==> config.mk <==
export PLATFORM = sky130hd
export DESIGN_NAME = spi_master_bit_engine_top
export DESIGN_NICKNAME = d
export VERILOG_FILES = /design/src/hw/rtl/spimb_pkg.sv /design/src/hw/rtl/spimb_core.sv /design/src/hw/rtl/spimb_skid.sv /design/src/hw/rtl/spi_master_bit_engine_top.sv
export SDC_FILE = /design/constraint.sdc
export NUM_CORES = 1
export LEC_CHECK = 0
export BUFFER_PORTS_ARGS = -buffer_cell sky130_fd_sc_hd__buf_2
export CAP_MARGIN = 40
export CORE_MARGIN = 2
export CORE_UTILIZATION = 42
export CTS_CLUSTER_DIAMETER = 200
export DETAILED_ROUTE_END_ITERATION = 10
export PLACE_DENSITY_LB_ADDON = 0.08
export REMOVE_ABC_BUFFERS = 1
export SETUP_SLACK_MARGIN = 0.02
export SLEW_MARGIN = 20
export SYNTH_ARGS = -nofsm -noshare
export SYNTH_HDL_FRONTEND = slang
export SYNTH_HIERARCHICAL = 1
export SYNTH_SLANG_ARGS = --single-unit
==> constraint.sdc <==
create_clock -name clk -period 7.3 [get_ports clk]
set_input_delay 1.46 -clock clk [delete_from_list [all_inputs] [get_ports clk]]
set_output_delay 1.46 -clock clk [all_outputs]
set_load 0.02 [all_outputs]
==> src/hw/rtl/spimb_pkg.sv <==
// ----------------------------------------------------------------------------
// spimb_pkg
// Shared types and constants of the SPI master bit engine: action and
// register codes, phase encoding, result record and reset values.
// ----------------------------------------------------------------------------
package spimb_pkg;

	localparam int CFG_W    = 16;
	localparam int WAIT_W   = 18;
	localparam int BYTE_W   = 8;
	localparam int BITCNT_W = 4;
	localparam int ACT_W    = 3;
	localparam int CFG_IDX_W = 2;

	localparam logic [BITCNT_W-1:0] BITS_PER_BYTE = 4'd8;

	localparam logic [CFG_W-1:0] HALF_PERIOD_RST  = 16'd1000;
	localparam logic [CFG_W-1:0] SELECT_WAIT_RST  = 16'd2000;
	localparam logic [CFG_W-1:0] RELEASE_WAIT_RST = 16'd5000;

	typedef enum logic [ACT_W-1:0] {
		ACT_TICK     = 3'd0,
		ACT_SELECT   = 3'd1,
		ACT_DESELECT = 3'd2,
		ACT_SEND     = 3'd3,
		ACT_RECV     = 3'd4
	} action_t;

	typedef enum logic [CFG_IDX_W-1:0] {
		CFG_HALF_PERIOD  = 2'd0,
		CFG_SELECT_WAIT  = 2'd1,
		CFG_RELEASE_WAIT = 2'd2
	} cfg_idx_t;

	typedef enum logic [7:0] {
		PH_IDLE  = 8'b0000_0001,
		PH_WAIT  = 8'b0000_0010,
		PH_TXLO  = 8'b0000_0100,
		PH_TXHI  = 8'b0000_1000,
		PH_TXEND = 8'b0001_0000,
		PH_RXHI  = 8'b0010_0000,
		PH_RXLO  = 8'b0100_0000,
		PH_RXEND = 8'b1000_0000
	} phase_t;

	typedef struct packed {
		logic              sck;
		logic              mosi;
		logic              cs_n;
		logic [BYTE_W-1:0] rx_byte;
		logic              rx_done;
		logic              busy_res;
	} spimb_res_t;

endpackage

==> src/hw/rtl/spimb_core.sv <==
// ----------------------------------------------------------------------------
// spimb_core
// Engine state, configuration registers and the per-tick next-state logic.
// ----------------------------------------------------------------------------
module spimb_core import spimb_pkg::*; (
	input  logic                 clk,
	input  logic                 arst_n,
	input  logic                 acc,
	input  logic [ACT_W-1:0]     action,
	input  logic [BYTE_W-1:0]    tx_byte,
	input  logic                 miso,
	input  logic                 cfg_we,
	input  logic [CFG_IDX_W-1:0] cfg_index,
	input  logic [CFG_W-1:0]     cfg_data,
	output spimb_res_t           res
);

	logic [CFG_W-1:0]    half_period_q, select_wait_q, release_wait_q;
	phase_t              phase_q, phase_d;
	logic [BITCNT_W-1:0] bit_cnt_q, bit_cnt_d;
	logic [BYTE_W-1:0]   shift_q, shift_d;
	logic [WAIT_W-1:0]   wait_q, wait_d;
	logic                sck_q, sck_d;
	logic                mosi_q, mosi_d;
	logic                cs_q, cs_d;
	logic [BYTE_W-1:0]   rx_hold_q, rx_hold_d;
	logic                done;
	logic [CFG_W-1:0]    hp;
	logic [WAIT_W-1:0]   hp_w, hp3;

	always_ff @(posedge clk or negedge arst_n) begin
		if (!arst_n) begin
			half_period_q  <= HALF_PERIOD_RST;
			select_wait_q  <= SELECT_WAIT_RST;
			release_wait_q <= RELEASE_WAIT_RST;
		end else if (cfg_we) begin
			case (cfg_index)
				CFG_HALF_PERIOD:  half_period_q  <= cfg_data;
				CFG_SELECT_WAIT:  select_wait_q  <= cfg_data;
				CFG_RELEASE_WAIT: release_wait_q <= cfg_data;
				default: ;
			endcase
		end
	end

	// a zero half period counts as one tick
	assign hp   = (half_period_q == '0) ? CFG_W'(1) : half_period_q;
	assign hp_w = WAIT_W'(hp);
	assign hp3  = (hp_w << 1) + hp_w;

	always_comb begin
		phase_d   = phase_q;
		bit_cnt_d = bit_cnt_q;
		shift_d   = shift_q;
		wait_d    = wait_q;
		sck_d     = sck_q;
		mosi_d    = mosi_q;
		cs_d      = cs_q;
		rx_hold_d = rx_hold_q;
		done      = 1'b0;

		if (phase_q != PH_IDLE) begin
			if (wait_q != '0) begin
				wait_d = wait_q - WAIT_W'(1);
			end
			if (wait_d == '0) begin
				case (phase_q)
					PH_TXLO: begin
						sck_d   = 1'b1;
						phase_d = PH_TXHI;
						wait_d  = hp_w;
					end
					PH_TXHI: begin
						bit_cnt_d = bit_cnt_q + BITCNT_W'(1);
						sck_d     = 1'b0;
						wait_d    = hp_w;
						if (bit_cnt_d < BITS_PER_BYTE) begin
							mosi_d  = shift_q[BYTE_W-1];
							shift_d = {shift_q[BYTE_W-2:0], 1'b0};
							phase_d = PH_TXLO;
						end else begin
							phase_d = PH_TXEND;
						end
					end
					PH_TXEND: begin
						mosi_d  = 1'b0;
						phase_d = PH_WAIT;
						wait_d  = hp3;
					end
					PH_RXHI: begin
						sck_d   = 1'b0;
						phase_d = PH_RXLO;
						wait_d  = hp_w;
					end
					PH_RXLO: begin
						if (bit_cnt_q < BITS_PER_BYTE) begin
							sck_d     = 1'b1;
							shift_d   = {shift_q[BYTE_W-2:0], miso};
							bit_cnt_d = bit_cnt_q + BITCNT_W'(1);
							phase_d   = PH_RXHI;
							wait_d    = hp_w;
						end else begin
							phase_d = PH_RXEND;
							wait_d  = hp3;
						end
					end
					PH_RXEND: begin
						rx_hold_d = shift_q;
						done      = 1'b1;
						phase_d   = PH_IDLE;
					end
					default: phase_d = PH_IDLE;
				endcase
			end
		end

		// commands land on the tick the engine is (or becomes) idle
		if (phase_d == PH_IDLE) begin
			case (action)
				ACT_SELECT: begin
					cs_d    = 1'b0;
					phase_d = (select_wait_q == '0) ? PH_IDLE : PH_WAIT;
					wait_d  = WAIT_W'(select_wait_q);
				end
				ACT_DESELECT: begin
					cs_d    = 1'b1;
					phase_d = (release_wait_q == '0) ? PH_IDLE : PH_WAIT;
					wait_d  = WAIT_W'(release_wait_q);
				end
				ACT_SEND: begin
					bit_cnt_d = '0;
					sck_d     = 1'b0;
					mosi_d    = tx_byte[BYTE_W-1];
					shift_d   = {tx_byte[BYTE_W-2:0], 1'b0};
					phase_d   = PH_TXLO;
					wait_d    = hp_w;
				end
				ACT_RECV: begin
					bit_cnt_d = BITCNT_W'(1);
					sck_d     = 1'b1;
					shift_d   = {{(BYTE_W-1){1'b0}}, miso};
					phase_d   = PH_RXHI;
					wait_d    = hp_w;
				end
				default: ;
			endcase
		end
	end

	always_ff @(posedge clk or negedge arst_n) begin
		if (!arst_n) begin
			phase_q   <= PH_IDLE;
			bit_cnt_q <= '0;
			shift_q   <= '0;
			wait_q    <= '0;
			sck_q     <= 1'b0;
			mosi_q    <= 1'b0;
			cs_q      <= 1'b1;
			rx_hold_q <= '0;
		end else if (acc) begin
			phase_q   <= phase_d;
			bit_cnt_q <= bit_cnt_d;
			shift_q   <= shift_d;
			wait_q    <= wait_d;
			sck_q     <= sck_d;
			mosi_q    <= mosi_d;
			cs_q      <= cs_d;
			rx_hold_q <= rx_hold_d;
		end
	end

	assign res.sck      = sck_d;
	assign res.mosi     = mosi_d;
	assign res.cs_n     = cs_d;
	assign res.rx_byte  = rx_hold_d;
	assign res.rx_done  = done;
	assign res.busy_res = (phase_d != PH_IDLE);

endmodule

==> src/hw/rtl/spimb_skid.sv <==
// ----------------------------------------------------------------------------
// spimb_skid
// Two-entry result buffer: output register plus one skid entry.
// ----------------------------------------------------------------------------
module spimb_skid import spimb_pkg::*; (
	input  logic       clk,
	input  logic       arst_n,
	input  logic       push,
	input  spimb_res_t push_data,
	output logic       full,
	output logic       out_valid,
	input  logic       out_stall,
	output spimb_res_t out_data
);

	logic       out_v_q, skid_v_q;
	spimb_res_t out_q, skid_q;
	logic       take;

	assign take = out_v_q && !out_stall;

	always_ff @(posedge clk or negedge arst_n) begin
		if (!arst_n) begin
			out_v_q  <= 1'b0;
			skid_v_q <= 1'b0;
		end else if (skid_v_q) begin
			if (take) begin
				skid_v_q <= 1'b0;
			end
		end else if (push) begin
			if (out_v_q && !take) begin
				skid_v_q <= 1'b1;
			end else begin
				out_v_q <= 1'b1;
			end
		end else if (take) begin
			out_v_q <= 1'b0;
		end
	end

	always_ff @(posedge clk) begin
		if (skid_v_q) begin
			if (take) begin
				out_q <= skid_q;
			end
		end else if (push) begin
			if (out_v_q && !take) begin
				skid_q <= push_data;
			end else begin
				out_q <= push_data;
			end
		end
	end

	assign full      = skid_v_q;
	assign out_valid = out_v_q;
	assign out_data  = out_q;

endmodule

==> src/hw/rtl/spi_master_bit_engine_top.sv <==
// ----------------------------------------------------------------------------
// spi_master_bit_engine_top
// Mode 0 half-duplex SPI master driven by timebase ticks, one result per tick.
// ----------------------------------------------------------------------------
//
//  channel  | handshake                    | payload
//  ---------+------------------------------+----------------------------------
//  in       | in_valid / in_stall          | action, tx_byte, miso
//  out      | out_valid / out_stall        | sck, mosi, cs_n, rx_byte,
//           |                              | rx_done, busy_res
//  cfg      | cfg_we (index, data)         | cfg_index, cfg_data
//
//  One tick is accepted per clock while in_stall is low; its result is computed
//  by the single engine update between the state registers and the output
//  register, and is registered there, or in the skid entry if the output stalls.
//  Reset clears the engine to idle with cs_n high and loads half_period 1000,
//  select_wait 2000, release_wait 5000.
//  A two-entry output buffer absorbs downstream stalls: in_stall rises only
//  once both entries hold undelivered results.
// ----------------------------------------------------------------------------
module spi_master_bit_engine_top import spimb_pkg::*; (
	input  logic                 clk,
	input  logic                 arst_n,
	// tick input
	input  logic                 in_valid,
	output logic                 in_stall,
	input  logic [ACT_W-1:0]     action,
	input  logic [BYTE_W-1:0]    tx_byte,
	input  logic                 miso,
	// pin levels out
	output logic                 out_valid,
	input  logic                 out_stall,
	output logic                 sck,
	output logic                 mosi,
	output logic                 cs_n,
	output logic [BYTE_W-1:0]    rx_byte,
	output logic                 rx_done,
	output logic                 busy_res,
	// register writes
	input  logic                 cfg_we,
	input  logic [CFG_IDX_W-1:0] cfg_index,
	input  logic [CFG_W-1:0]     cfg_data
);

	logic       acc;
	logic       full;
	spimb_res_t res;
	spimb_res_t res_out;

	// advance the engine on every transfer in; stall only when the buffer is full
	assign acc      = in_valid && !full;
	assign in_stall = full;

	spimb_core u_core (
		.clk       (clk),
		.arst_n    (arst_n),
		.acc       (acc),
		.action    (action),
		.tx_byte   (tx_byte),
		.miso      (miso),
		.cfg_we    (cfg_we),
		.cfg_index (cfg_index),
		.cfg_data  (cfg_data),
		.res       (res)
	);

	// hold results until the consumer takes them
	spimb_skid u_skid (
		.clk       (clk),
		.arst_n    (arst_n),
		.push      (acc),
		.push_data (res),
		.full      (full),
		.out_valid (out_valid),
		.out_stall (out_stall),
		.out_data  (res_out)
	);

	assign sck      = res_out.sck;
	assign mosi     = res_out.mosi;
	assign cs_n     = res_out.cs_n;
	assign rx_byte  = res_out.rx_byte;
	assign rx_done  = res_out.rx_done;
	assign busy_res = res_out.busy_res;

endmodule

* Yosys cells after proc, flatten, opt, wreduce, memory -nomap -nowiden
Index checks and enable logic that the tools add are counted.
Word-level totals: flip-flop bits (word level) 125, input port bits 35, output and inout port bits 15, word-level logic and storage cells 134
Operators by class: add/sub/neg operators 3, $lt $le $gt $ge 2, equality and inequality tests 18, mux-type cells 62, bitwise operators 1, reductions and logical operators 23
Operators with widths (number):
- 18-bit 2-to-1 mux | 6
- 18-bit case mux with 3 select lines | 2
- 8-bit 2-to-1 mux | 12
- 13-bit 2-to-1 mux | 4
- 16-bit zero test | 3
- 8-bit case mux with 5 select lines | 1
- 8-bit case mux with 2 select lines | 2
- 8-bit case mux with 4 select lines | 1
- 1-bit 2-to-1 mux | 20
- 17-bit by 16-bit adder with 18-bit output | 1
- 18-bit zero test | 1
- 18-bit nonzero test | 1
- 18-bit by 1-bit subtractor with 18-bit output (second input constant) | 1
- 16-bit 2-to-1 mux | 1
- 4-bit 2-to-1 mux | 4
- 8-bit by 1-bit inequality test with 1-bit output (second input constant) | 2
- 4-bit case mux with 2 select lines | 2
- 3-bit AND reduction | 3
- 8-bit by 1-bit equality test with 1-bit output (second input constant) | 1
- 8-bit by 3-bit equality test with 1-bit output (second input constant) | 1
- 8-bit by 4-bit equality test with 1-bit output (second input constant) | 1
- 8-bit by 5-bit equality test with 1-bit output (second input constant) | 1
- 8-bit by 6-bit equality test with 1-bit output (second input constant) | 1
- 8-bit by 7-bit equality test with 1-bit output (second input constant) | 1
- other kinds (22) | 36

* Depth between registers and ports, before layout
Gate-level depths: netlist (run 1).
depth in word-level cells 12, depth in mapped cells 16, depth with buffers taken out 15

* Hierarchy
The synthesis (run 1) kept the hierarchy.
By module, submodules not included:
- spimb_core | times used 1, cells each 826, area each 7283.2 um^2, seq. area each 2451.1 um^2
- spimb_skid | times used 1, cells each 53, area each 1082.3 um^2, seq. area each 830.8 um^2
- spi_master_bit_engine_top | times used 1, cells each 1, area each 13.8 um^2, seq. area each 0.0 um^2

* Worst setup path before layout (run 1)
OpenSTA, ideal clock, no wires.
kind flip-flop to flip-flop, from register u_core.wait_q[0], to register u_skid.out_q (netlist bit u_skid/out_data[11]) (data pin), library setup time 260 ps, data arrival time 3867 ps, data required time 7040 ps, path slack 3173 ps, stages on the path, launching flop included 15, path buffers 4, clock period less this slack 4127 ps, path through dfrtp_1 -> buf_6 -> inv_1 -> ha_1 -> or4b_1 -> clkbuf_2 -> nor4_1 -> mux2_2 -> nor4_4 -> o211a_1 -> buf_6 -> mux2_4 -> mux2_2 -> buf_4 -> mux2_4
On the way: longest elaborated chain between the ends 11, elaborated cells on any way between the ends 15, classes of those cells 1 x add/sub; 1 x eq/ne; 11 x mux; 2 x reduce/logical
RTL lines:
- start: declaration | RTL line spimb_core.sv:22 | logic [WAIT_W-1:0] wait_q, wait_d;
- start signal: assignment | RTL line spimb_core.sv:164 | wait_q <= wait_d;
- 18-bit by 1-bit subtractor with 18-bit output or 18-bit nonzero test (tied branches) | RTL line spimb_core.sv:64, spimb_core.sv:63
- 18-bit 2-to-1 mux * | RTL line spimb_core.sv:63 | if (wait_q != '0) begin
- 18-bit 2-to-1 mux * | RTL line spimb_core.sv:62 | if (phase_q != PH_IDLE) begin
- 18-bit zero test * | RTL line spimb_core.sv:66 | if (wait_d == '0) begin
- 8-bit 2-to-1 mux or 1-bit 2-to-1 mux (tied branches) | RTL line spimb_core.sv:66
- 8-bit 2-to-1 mux or 1-bit 2-to-1 mux (tied branches) | RTL line spimb_core.sv:62
- 8-bit by 1-bit equality test with 1-bit output or 1-bit 2-to-1 mux (tied branches) | RTL line spimb_core.sv:118, spimb_core.sv:119
- 1-bit 2-to-1 mux * | RTL line spimb_core.sv:118 | if (phase_d == PH_IDLE) begin
- net u_core.mosi_d | RTL line spimb_core.sv:24 | logic mosi_q, mosi_d;
- 13-bit 2-to-1 mux * | RTL line spimb_skid.sv:47 | if (out_v_q && !take) begin
- 13-bit 2-to-1 mux * | RTL line spimb_skid.sv:46 | end else if (push) begin
- 13-bit 2-to-1 mux * | RTL line spimb_skid.sv:42 | if (skid_v_q) begin
- end signal: assignment | RTL line spimb_skid.sv:44 | out_q <= skid_q;
- end signal: assignment | RTL line spimb_skid.sv:50 | out_q <= push_data;
- end: declaration | RTL line spimb_skid.sv:17 | spimb_res_t out_q, skid_q;
Mark *: on every way through the listed nets, which the timed path passes. The rest lies on a longest branch. The select of a mux whose other input is x is not followed. A chain may end at the register's enable or synchronous reset.

* Worst setup path after layout (run 1)
from register u_core.wait_q[0], to register u_core.wait_q[13]
On the way: longest elaborated chain between the ends 8, elaborated cells on any way between the ends 13, classes of those cells 1 x add/sub; 1 x eq/ne; 9 x mux; 2 x reduce/logical
RTL lines (RTL line):
- 18-bit by 1-bit subtractor with 18-bit output or 18-bit nonzero test (tied branches) | spimb_core.sv:64, spimb_core.sv:63
- 18-bit 2-to-1 mux * | spimb_core.sv:63
- 18-bit 2-to-1 mux * | spimb_core.sv:62
- 18-bit zero test or 18-bit case mux with 3 select lines (tied branches) | spimb_core.sv:66, spimb_core.sv:67
- 8-bit 2-to-1 mux or 18-bit 2-to-1 mux (tied branches) | spimb_core.sv:66
- 8-bit 2-to-1 mux or 18-bit 2-to-1 mux (tied branches) | spimb_core.sv:62
- 8-bit by 1-bit equality test with 1-bit output or 18-bit case mux with 3 select lines (tied branches) | spimb_core.sv:118, spimb_core.sv:119
- 18-bit 2-to-1 mux * | spimb_core.sv:118
Mark *: on every way between the ends. The rest lies on a longest branch, timed or not. The select of a mux whose other input is x is not followed.

==> results of run 1 <==
[power by group]
| group | internal (uW) | leakage, uW | switching, uW | total (uW) |
|---|---|---|---|---|
| clock | 439 | 0.000262 | 347 | 785 |
| sequential | 856 | 0.00141 | 122 | 978 |
| combinational | 332 | 0.00210 | 507 | 838 |
| total | 1630 | 0.00378 | 975 | 2600 |
[flip-flops by register name, indices dropped and copies added (netlist names), 8 cells and up]
register,cells
u_core/wait_q,18
u_skid/skid_q,13
u_core/release_wait_q,16
u_skid/out_data,13
u_core/shift_q,8
u_core/phase_q,8
u_core/rx_hold_q,8
u_core/half_period_q,16
u_core/select_wait_q,16
[stage by stage]
step                      cell area [um2]  hold WS [ps]
final                                9360           502
after CTS                            9340           499
after global routing                 9360           510
after detailed placement             8800           492
after global placement               8780           477
after floorplan                      8130           452
[worst min path at each step]
stage	from	to	slack, ps	cells after the start
3_3_place_gp	u_core/bit_cnt_q[2]$_DFFE_PN0P_	u_core/bit_cnt_q[2]$_DFFE_PN0P_	480	1
6_report	u_core/bit_cnt_q[2]$_DFFE_PN0P_	u_core/bit_cnt_q[2]$_DFFE_PN0P_	500	1
2_1_floorplan	u_core/bit_cnt_q[2]$_DFFE_PN0P_	u_core/bit_cnt_q[2]$_DFFE_PN0P_	450	1
4_1_cts	u_core/bit_cnt_q[2]$_DFFE_PN0P_	u_core/bit_cnt_q[2]$_DFFE_PN0P_	500	1
5_1_grt	u_core/bit_cnt_q[2]$_DFFE_PN0P_	u_core/bit_cnt_q[2]$_DFFE_PN0P_	510	1
3_5_place_dp	u_core/rx_hold_q[4]$_DFFE_PN0P_	u_core/rx_hold_q[4]$_DFFE_PN0P_	490	1
[kinds of logic after synthesis]
| family | synth area share, % |
|---|---|
| DFF | 39.2 |
| and+or+nand+nor | 18.6 |
| buffers and inverters | 4.85 |
| muxes | 12.2 |
| xor gates and xnor gates | 1.78 |
| AOI/OAI and AO/OA | 19.4 |
| adders and majority gates | 3.97 |
[critical path, cell delays in order, from the launching register on]
cell and delay, ps:
dfrtp_1 490, inv_1 130, ha_1 230, or4b_1 590
nor4_1 730, mux2_2 480, nor4_4 330, o211a_1 670
mux2i_2 590, nor2_1 240, a221o_1 360
[synthesized netlist by cell type, types with 7 or more instances]
master,count,share of area (%)
a21oi_1,29,1.7
a221oi_1,9,0.94
a22oi_1,26,2.3
a31oi_1,13,0.97
and2_1,16,1.2
clkbuf_1,33,1.5
dfrtp_1,80,24
dfstp_2,19,6.0
edfxtp_1,26,9.3
ha_1,25,3.7
inv_1,42,1.9
mux2_2,63,8.5
mux2_4,16,2.9
nand2_1,74,3.3
nand3_1,20,1.2
nand4_1,9,0.67
nor2_1,63,2.8
nor2b_1,12,0.90
nor3_1,27,1.6
nor4_1,19,1.4
o21ai_0,56,3.3
o21ai_1,8,0.48
o22ai_1,18,1.3
o2bb2ai_1,9,0.94
o31ai_1,7,0.63
or3_1,8,0.60
or4_1,10,0.90
xnor2_1,9,0.94
xor2_1,8,0.84
[per-layer routing]
layer	global-route usage, %	vias to the layer above
met4	6.67	0
met3	4.06	30
met5	0	-
met2	40.5	263
li1	-	3375
met1	32.2	3528
[area by class of cell]
cell class	instances	share of cell area [%]
Multi-Input combinational cell	665	50.1
Sequential cell	125	35.0
Clock buffer	17	4.54
Timing Repair Buffer	63	3.81
Tap cell	265	3.54
Inverter	42	1.68
Clock inverter	15	1.23
==> impl_metrics.ini, run 1 <==
[synthesis]
postSynthCellCount = 880
synthArstFlopShare_pct = 79.2
synth_area_per_cell_um2 = 9.52
synth-warning-count = 6
postSynthRegisterBits = 125
synthesis.area_um2 = 8380
count_of_flip_flops_with_a_built_in_enable_after_synthesis = 26
synth_ff_type = dfrtp_1
yosysUniqueCellTypes = 85
synth_sequential_area_ratio_pct = 39.2

[sta]
maxSlewHeadroom_pct = 44.2
worst-slew-pin-transition_ps = 832
min_period_ps = 4970
final_max_slew_viol_count = 0
total_neg_setup_slack_ps = 0
period_share_pct = 68.1
setup_repair_after_global_routing_missed_its_margin = no
finalSetupViolations = 0
timing.fmax_mhz = 201
layout_setup_ws_ps = 2330
clock-skew-final_ps = 11.7
final-hold-violation-count = 0

[finish]
seq_area_um2 = 3280
final_core_utilization_pct = 48.0
fin_cells = 1192
fin_nets = 975
layout_common_cells = 80 x dfrtp_1, 74 x nand2_1, 63 x nor2_1, 63 x mux2_2, 56 x o21ai_0
mostFrequentLayoutCell = dfrtp_1
multiInputGateArea_um2 = 4700
syn2layout_area_growth_pct = 11.8
final_layout_size_suffix_gt1_share_pct = 22.7
n_fill_cell = 1894
antenna-diode-count = 0

[clock_tree]
worstSkewPairLatency_ps = 420
cts-resized-gates = 0
cts_made_buffers = 17
clock-root-buffer = clkbuf_16
tritoncts = done
post_cts_hold_buffer_count = 0
clock_sink_count = 125
cts_post_setup_buffers_inserted = 0
worst_setup_hold_path_clk_slew_ps = 60
ctsLongestPathBuffers = 2
cts_max_level = 4

[grt]
grt_pass1_vias = 7172
global_routing_usage_summed_across_all_routing_layers_pct = 24.1
antenna_found_initial = 0
grt_max_degree = 56
overflow = 0
first_pass_grt_wire_length_um = 40500

[worst_setup_path]
critPathCaptureType = register
timing.setup.critical_path_class = register to register
endpoint = u_core/wait_q[13]$_DFFE_PN0P_
timing.critical_path.from = u_core/wait_q[0]$_DFFE_PN0P_
r2r-end = u_core/wait_q[13]$_DFFE_PN0P_
critPathArrivalTime_ps = 5270
critical_path.startpoint_type = register
r2r_cells = 10
worst_ep_required_time_ps = 7600
critical_path.reg2reg.startpoint = u_core/wait_q[0]$_DFFE_PN0P_
cp_max_fo = 18
ff2ff_setup_slack_ps = 2330

[power_and_ir_drop]
max_rail_drop_vdd_mv = 0.189
finalPower_uw = 2600
static_leakage_uw = 0.00378
cellPowerDensity_nw_per_um2 = 278

[placed_design]
dp.final_hpwl_um = 18900
place_worst_setup_slack_ps = 2360
numPlacedInstances = 1158
place_congestion = 0.898
placement.io_buffers = 49

[outcome]
status = complete, no violations

[drt]
route.met2.wl_um = 12200
maxUsedRoutingLayer = met4
wirelength_um = 25100
antenna_violating_nets_post_route = 0
met3_length_um = 1380
wl_per_cell_um = 21.1
drt-vias-per-instance = 6.04
route.layer.met1.wl_um = 11000
via_count = 7196
drt_iter0_drc = 681
drtPass1Iterations = 7
detail_route.drc_violations = 0

[die]
core-area_um2 = 19500
die_h_um = 145
die_width_um = 145
ioPinCount = 50
std_cell_rows = 51
initial_utilization_pct = 42.9
die_area_um2 = 21100

[run]
drv_cap = 0

[hold_path]
type_of_the_tightest_min_delay_check = register to register
(Power assumes the default switching activity.)
==> inputs of run 2 (changes only) <==
ABC_AREA = 1   (was unset)
clock period = 4.4 ns   (was 7.3 ns; I/O delays follow)
==> impl_metrics.ini, run 2 <==
[outcome]
status = complete, no violations

[sta]
finalSetupViolations = 0
worst-slew-pin-transition_ps = 764
maxSlewHeadroom_pct = 48.7
clock-skew-final_ps = 11.9
total_neg_setup_slack_ps = 0
final-hold-violation-count = 0
setup_repair_after_global_routing_missed_its_margin = no
timing.fmax_mhz = 252
period_share_pct = 90.1
final_max_slew_viol_count = 0
min_period_ps = 3970

[power_and_ir_drop]
sequentialPowerShare_pct = 30.9
power_frac_clock_pct = 23.6
static_leakage_uw = 0.00525
max_rail_drop_vdd_mv = 0.246
power.share.combinational_pct = 45.5
cellInternalPower_uw = 3350
p_sw_share_pct = 46.1
netSwitchingPower_uw = 2860
cellPowerDensity_nw_per_um2 = 593

[clock_tree]
cts_made_buffers = 17
tritoncts = done
post_cts_hold_buffer_count = 0
clock_sink_count = 125
worstSkewPairLatency_ps = 430
cts_post_setup_buffers_inserted = 0
cts-resized-gates = 0
clock-root-buffer = clkbuf_16
worst_setup_hold_path_clk_slew_ps = 70
ctsLongestPathBuffers = 2
cts_max_level = 4

[drt]
wl_per_cell_um = 16.4
drt-vias-per-instance = 5.30
drtPass1Iterations = 5
detail_route.drc_violations = 0
wirelength_um = 28700
antenna_violating_nets_post_route = 0
drt_iter0_drc = 626
via_count = 9291

[synthesis]
synth-warning-count = 6
synth.largest_area_cell = nand2_1
synth_top_area_share_pct = 23.3
yosys.cell_count.top_type = nand2_1
postSynthCellCount = 1425
count_of_flip_flops_with_a_built_in_enable_after_synthesis = 26
postSynthRegisterBits = 125
synth_sequential_area_ratio_pct = 35.2
yosysUniqueCellTypes = 51
synth.top_cells.by_area = nand2_1 23%, dfrtp_1 21%, edfxtp_1 8.4%
synthesis.area_um2 = 9310
synth_ff_type = dfrtp_1
synth_area_per_cell_um2 = 6.54
synthArstFlopShare_pct = 79.2
post_synth_most_frequent_cells = 577 x nand2_1, 160 x inv_1, 113 x o21ai_0, 96 x nor2_1, 83 x nand3_1

[worst_setup_path]
cpLargestDelayFamily = simple AND/OR/NAND/NOR gates
r2r-end = u_core/wait_q[2]$_DFFE_PN0P_
critPathArrivalTime_ps = 4330
timing.setup.critical_path_class = register to register
critical_path.startpoint_type = register
critical_path.slowest_cell = dfrtp_1
r2r_cells = 19
critPathCaptureType = register
crit_path_frequent_cell = nand2_1
biggest_cell_delay_along_the_critical_path_ps = 450
ff2ff_setup_slack_ps = 430
cp_max_fo = 21
worst_ep_required_time_ps = 4770
critical_path.reg2reg.startpoint = u_core/wait_q[0]$_DFFE_PN0P_
series_of_cell_instances_along_the_critical_path = inv_2 -> ha_1 -> nand2_2 -> nor2_4 -> nand3_4 -> nand2_1 -> nand3_2 -> nor3_4 -> nand3_4 -> nand2_1 -> nand2_1 -> nor2_1 -> nand2_2 -> nor2_8 -> buf_4 -> nand2_1 -> nand2_1 -> nand3_1 -> nand2_1
cp.buffers_inverters = 2

[grt]
grt_max_degree = 64
globalRouteMet1Util_pct = 32.1
first_pass_grt_wire_length_um = 46700
overflow = 0
gr-usage-met2_pct = 42.9
global_routing_usage_summed_across_all_routing_layers_pct = 25.0
global_route.peak_usage_layer = met2
grtUsageMet3_pct = 3.74
antenna_found_initial = 0
grt_pass1_vias = 8860

[die]
die_area_um2 = 23400
std_cell_rows = 54
die_h_um = 153
initial_utilization_pct = 42.7
ioPinCount = 50
core-area_um2 = 21800
die_width_um = 153

[finish]
syn2layout_area_growth_pct = 12.3
final_layout_size_suffix_gt1_share_pct = 11.0
layout_common_cells = 577 x nand2_1, 160 x inv_1, 113 x o21ai_0
mostFrequentLayoutCell = nand2_1
largest_register_ff_count = 18
fin_nets = 1522
antenna-diode-count = 0
largest_register = u_core/wait_q
final_design_area_no_fill_um2 = 10500

[hold_path]
type_of_the_tightest_min_delay_check = input pin to asynchronous set/reset pin

[run]
drv_cap = 0

[placed_design]
placement.io_buffers = 49
place_congestion = 0.920
placement.cell_area_um2 = 9820
dp.final_hpwl_um = 21500
[run 2: changes by cell type after synthesis, sizes merged, moves of 14 or more]
cell / before / now
a21oi: 29 / 15
a22oi: 26 / 0
and2: 16 / 2
inv: 42 / 164
mux2: 79 / 0
nand2: 75 / 587
nand3: 20 / 87
nand4: 9 / 26
nor2: 63 / 103
nor3: 27 / 13
o211ai: 5 / 30
o21ai: 65 / 123
[run 2: layer usage]
layer  vias to the layer above  wire length [um]  share of wire, %
li1                       4678                 -                 -
met1                      4314             12900                45
met2                       248             13700                48
met3                        51              1240               4.3
met4                         0               851               3.0
met5                         -                 0                 0
[run 2: layout make-up]
type | count | area [um2]
clock buffer | 17 | 425
clock inverter | 15 | 173
fill | 2258 | 11400
inverter | 169 | 639
multi-input combinational | 1075 | 5130
sequential | 125 | 3280
tap | 280 | 350
timing repair buffer | 73 | 458
[run 2: cell families (layout without fill, tap and decap cells)]
logic type / count (synthesis) / count (layout) / synth area share, %
fa+ha+maj: 26 / 26 / 3.57
xor+xnor: 10 / 10 / 0.940
buf+inv: 226 / 274 / 10.1
flops: 125 / 125 / 35.2
simple gates: 837 / 838 / 37.5
compound gates: 201 / 201 / 12.6
[run 2: worst max-delay path by stage]
| stage | end | startpoint | cells past startpoint | slack [ps] |
|---|---|---|---|---|
| floorplan | u_core/wait_q[17]$_DFFE_PN0P_ | action[0] | 11 | 660 |
| global placement | u_core/wait_q[14]$_DFFE_PN0P_ | u_core/wait_q[0]$_DFFE_PN0P_ | 19 | 410 |
| detailed placement | u_core/wait_q[2]$_DFFE_PN0P_ | u_core/wait_q[0]$_DFFE_PN0P_ | 19 | 250 |
| CTS | u_core/wait_q[2]$_DFFE_PN0P_ | u_core/wait_q[0]$_DFFE_PN0P_ | 19 | 240 |
| global route | u_core/wait_q[2]$_DFFE_PN0P_ | u_core/wait_q[0]$_DFFE_PN0P_ | 19 | 50 |
| finish | u_core/wait_q[2]$_DFFE_PN0P_ | u_core/wait_q[0]$_DFFE_PN0P_ | 19 | 430 |
[run 2: power by group through the flow]
stage | clock network (uW) | registers (uW) | logic, uW
finish | 1460 | 1920 | 2830
global route | 1540 | 1960 | 3230
CTS | 1500 | 1930 | 2760
detailed placement | 0 | 1950 | 2760
global placement | 0 | 1940 | 2750
floorplan | 0 | 1910 | 1960
[run 2: per-stage QoR]
step | util [%] | power (uW) | cells | hold slack, ps | worst slack (ps)
floorplan | - | 3870 | 1368 | 448 | 661
global placement | 44.8 | 4690 | 1717 | 458 | 408
detailed placement | 45.0 | 4700 | 1720 | 460 | 252
CTS | 47.7 | 6190 | 1752 | 388 | 239
global route | 47.9 | 6730 | 1754 | 414 | 55.0
finish | 47.9 | 6200 | 1754 | 391 | 434
==> inputs of run 3 (changes only) <==
ABC_CLOCK_PERIOD_IN_PS = 4400   (was unset)
SYNTH_HIERARCHICAL = unset   (was 1)
==> impl_metrics.ini, run 3 <==
[synthesis]
adder_cell_area_share_of_the_yosys_netlist_pct = 3.72
muxShareOfSynthArea_pct = 0
synth_top_area_share_pct = 22.4
synth_area_per_cell_um2 = 6.75
synth-warning-count = 0
post_synth_most_frequent_cells = 487 x nand2_1, 126 x inv_1, 108 x nor2_1, 106 x o21ai_0, 85 x nand3_1
synthesis.area_um2 = 8940
postSynthCellCount = 1325
synth_ff_type = dfrtp_1
synth_compound_gate_area_share_pct = 14.7
synthArstFlopShare_pct = 79.2
synth.top_cells.by_area = dfrtp_1 22%, nand2_1 20%, edfxtp_1 8.7%
synth_xor_xnor_area_share_pct = 0.490
yosys.cell_count.top_type = nand2_1
count_of_flip_flops_with_a_built_in_enable_after_synthesis = 26
synth.largest_area_cell = dfrtp_1
main_combinational_cell_family_by_area_after_synthesis = simple AND/OR/NAND/NOR gates
synth-simple-area-share_pct = 36.4
yosysUniqueCellTypes = 50
postSynthRegisterBits = 125
synth_sequential_area_ratio_pct = 36.7

[grt]
grt_pass1_vias = 8504
grt_max_degree = 49
first_pass_grt_wire_length_um = 46700
global_routing_usage_summed_across_all_routing_layers_pct = 26.9
overflow = 0
antenna_found_initial = 0

[sta]
setup_repair_after_global_routing_missed_its_margin = no
final-hold-violation-count = 0
finalSetupViolations = 0
layout_setup_ws_ps = 400
final_max_slew_viol_count = 0
timing.fmax_mhz = 250
worst-slew-pin-transition_ps = 787
period_share_pct = 90.9
clock-skew-final_ps = 12.2
maxSlewHeadroom_pct = 47.1
min_period_ps = 4000
total_neg_setup_slack_ps = 0

[worst_setup_path]
critical_path.startpoint_type = register
critPathArrivalTime_ps = 4340
timing.setup.critical_path_class = register to register
worst_ep_required_time_ps = 4740
r2r_cells = 19
critPathCaptureType = register
cp_max_fo = 22

[placed_design]
dp.final_hpwl_um = 21900
placement.io_buffers = 49
place_congestion = 0.921
place_worst_setup_slack_ps = 469

[clock_tree]
ctsLongestPathBuffers = 2
tritoncts = done
clock_sink_count = 125
worst_setup_hold_path_clk_slew_ps = 60
post_cts_hold_buffer_count = 0
worstSkewPairLatency_ps = 430
cts_max_level = 4
cts_post_setup_buffers_inserted = 0
cts-resized-gates = 0
cts_made_buffers = 17
clock-root-buffer = clkbuf_16

[drt]
antenna_violating_nets_post_route = 0
drt_iter0_drc = 643
detail_route.drc_violations = 0
via_count = 8948
wirelength_um = 28900
drt-vias-per-instance = 5.38
wl_per_cell_um = 17.4
drtPass1Iterations = 6

[finish]
fin_nets = 1435
mostFrequentLayoutCell = nand2_1
final_layout_size_suffix_gt1_share_pct = 11.7
largest_register = u_core.wait_q
syn2layout_area_growth_pct = 13.8
antenna-diode-count = 0
layout_common_cells = 487 x nand2_1, 126 x inv_1, 108 x nor2_1
largest_register_ff_count = 18

[power_and_ir_drop]
finalPower_uw = 5920
cellPowerDensity_nw_per_um2 = 582
static_leakage_uw = 0.00495
max_rail_drop_vdd_mv = 0.283

[outcome]
status = complete, no violations

[die]
die_area_um2 = 22500
core-area_um2 = 21000
initial_utilization_pct = 42.7
std_cell_rows = 53
die_h_um = 150
ioPinCount = 50
die_width_um = 150

[run]
drv_cap = 0

[hold_path]
type_of_the_tightest_min_delay_check = input pin to asynchronous set/reset pin
## run 3: cell types whose count changed in the layout (fill, tap and decap cells not counted), moves of 6 or more
cell | before | now
inv_1 | 160 | 126
o21ai_1 | 10 | 18
o21ai_0 | 113 | 106
a21oi_1 | 15 | 35
buf_4 | 21 | 27
nand4_1 | 26 | 20
nand3b_1 | 3 | 15
a22oi_1 | 0 | 9
nor2_1 | 96 | 108
nand2_1 | 577 | 487
## run 3: cell families after synthesis
kind of cell               count (synthesis)
AOI/OAI and AO/OA                        226
xor gates and xnor gates                   5
adders and majority gates                 26
buffers and inverters                    180
DFF                                      125
and+or+nand+nor                          763
## run 3: worst paths after layout
kind | from | end | slack, ps
max | u_core.wait_q[0]$_DFFE_PN0P_ | u_core.wait_q[2]$_DFFE_PN0P_ | 400
min | arst_n | u_skid.full$_DFF_PN0_ | 470
max in group asynchronous | arst_n | u_core.release_wait_q[12]$_DFFE_PN1P_ | 2980
max reg2reg | u_core.wait_q[0]$_DFFE_PN0P_ | u_core.wait_q[2]$_DFFE_PN0P_ | 400
min reg2reg | u_core.release_wait_q[12]$_DFFE_PN1P_ | u_core.release_wait_q[12]$_DFFE_PN1P_ | 500
min in group clk | u_core.release_wait_q[12]$_DFFE_PN1P_ | u_core.release_wait_q[12]$_DFFE_PN1P_ | 500
## run 3: worst max-delay path, cell delays in order, from the launching register on
cell      delay, ps
dfrtp_1         410
clkinv_1        160
ha_1            240
nand2_2         140
nor2_8          200
nand3_4         240
o21ai_1         300
nand2_1         160
nor3_4          260
nand3_2         280
nand2_1         140
nand2_1         110
nor2_1          120
nand2_1         150
nor2_8          190
buf_4           270
nand2_2         220
nand2_1         130
nand2_1          50
o21ai_0         150
## run 3: layout make-up
cell class / count / area, um2
clock inverters: 15 / 175
repair buffers: 78 / 488
multi-input cells: 1020 / 4960
clock buffers: 17 / 425
flip-flops and latches: 125 / 3280
fillers: 2241 / 10800
inverters: 132 / 495
well taps: 275 / 344
## run 3: report_power, final
group	switching (uW)	internal, uW
logic	1780	828
clock network	643	812
registers	303	1560
## run 3: routing by layer
metal / global-route usage (%) / vias to the layer above / part of all wire (%)
li1: - / 4471 / -
met1: 40.5 / 4159 / 50
met2: 40.2 / 289 / 43
met3: 3.81 / 29 / 5.4
met4: 7.55 / 0 / 1.6
met5: 0 / - / 0
## run 3: metrics by stage
stage / cell area [um2] / hold slack, ps / cells / util [%]
final: 10200 / 473 / 1662 / 48.6
after global routing: 10200 / 532 / 1662 / 48.6
after CTS: 10200 / 498 / 1662 / 48.5
after detailed placement: 9570 / 495 / 1630 / 45.7
after global placement: 9520 / 490 / 1626 / 45.4
after floorplan: 8730 / 465 / 1277 / -
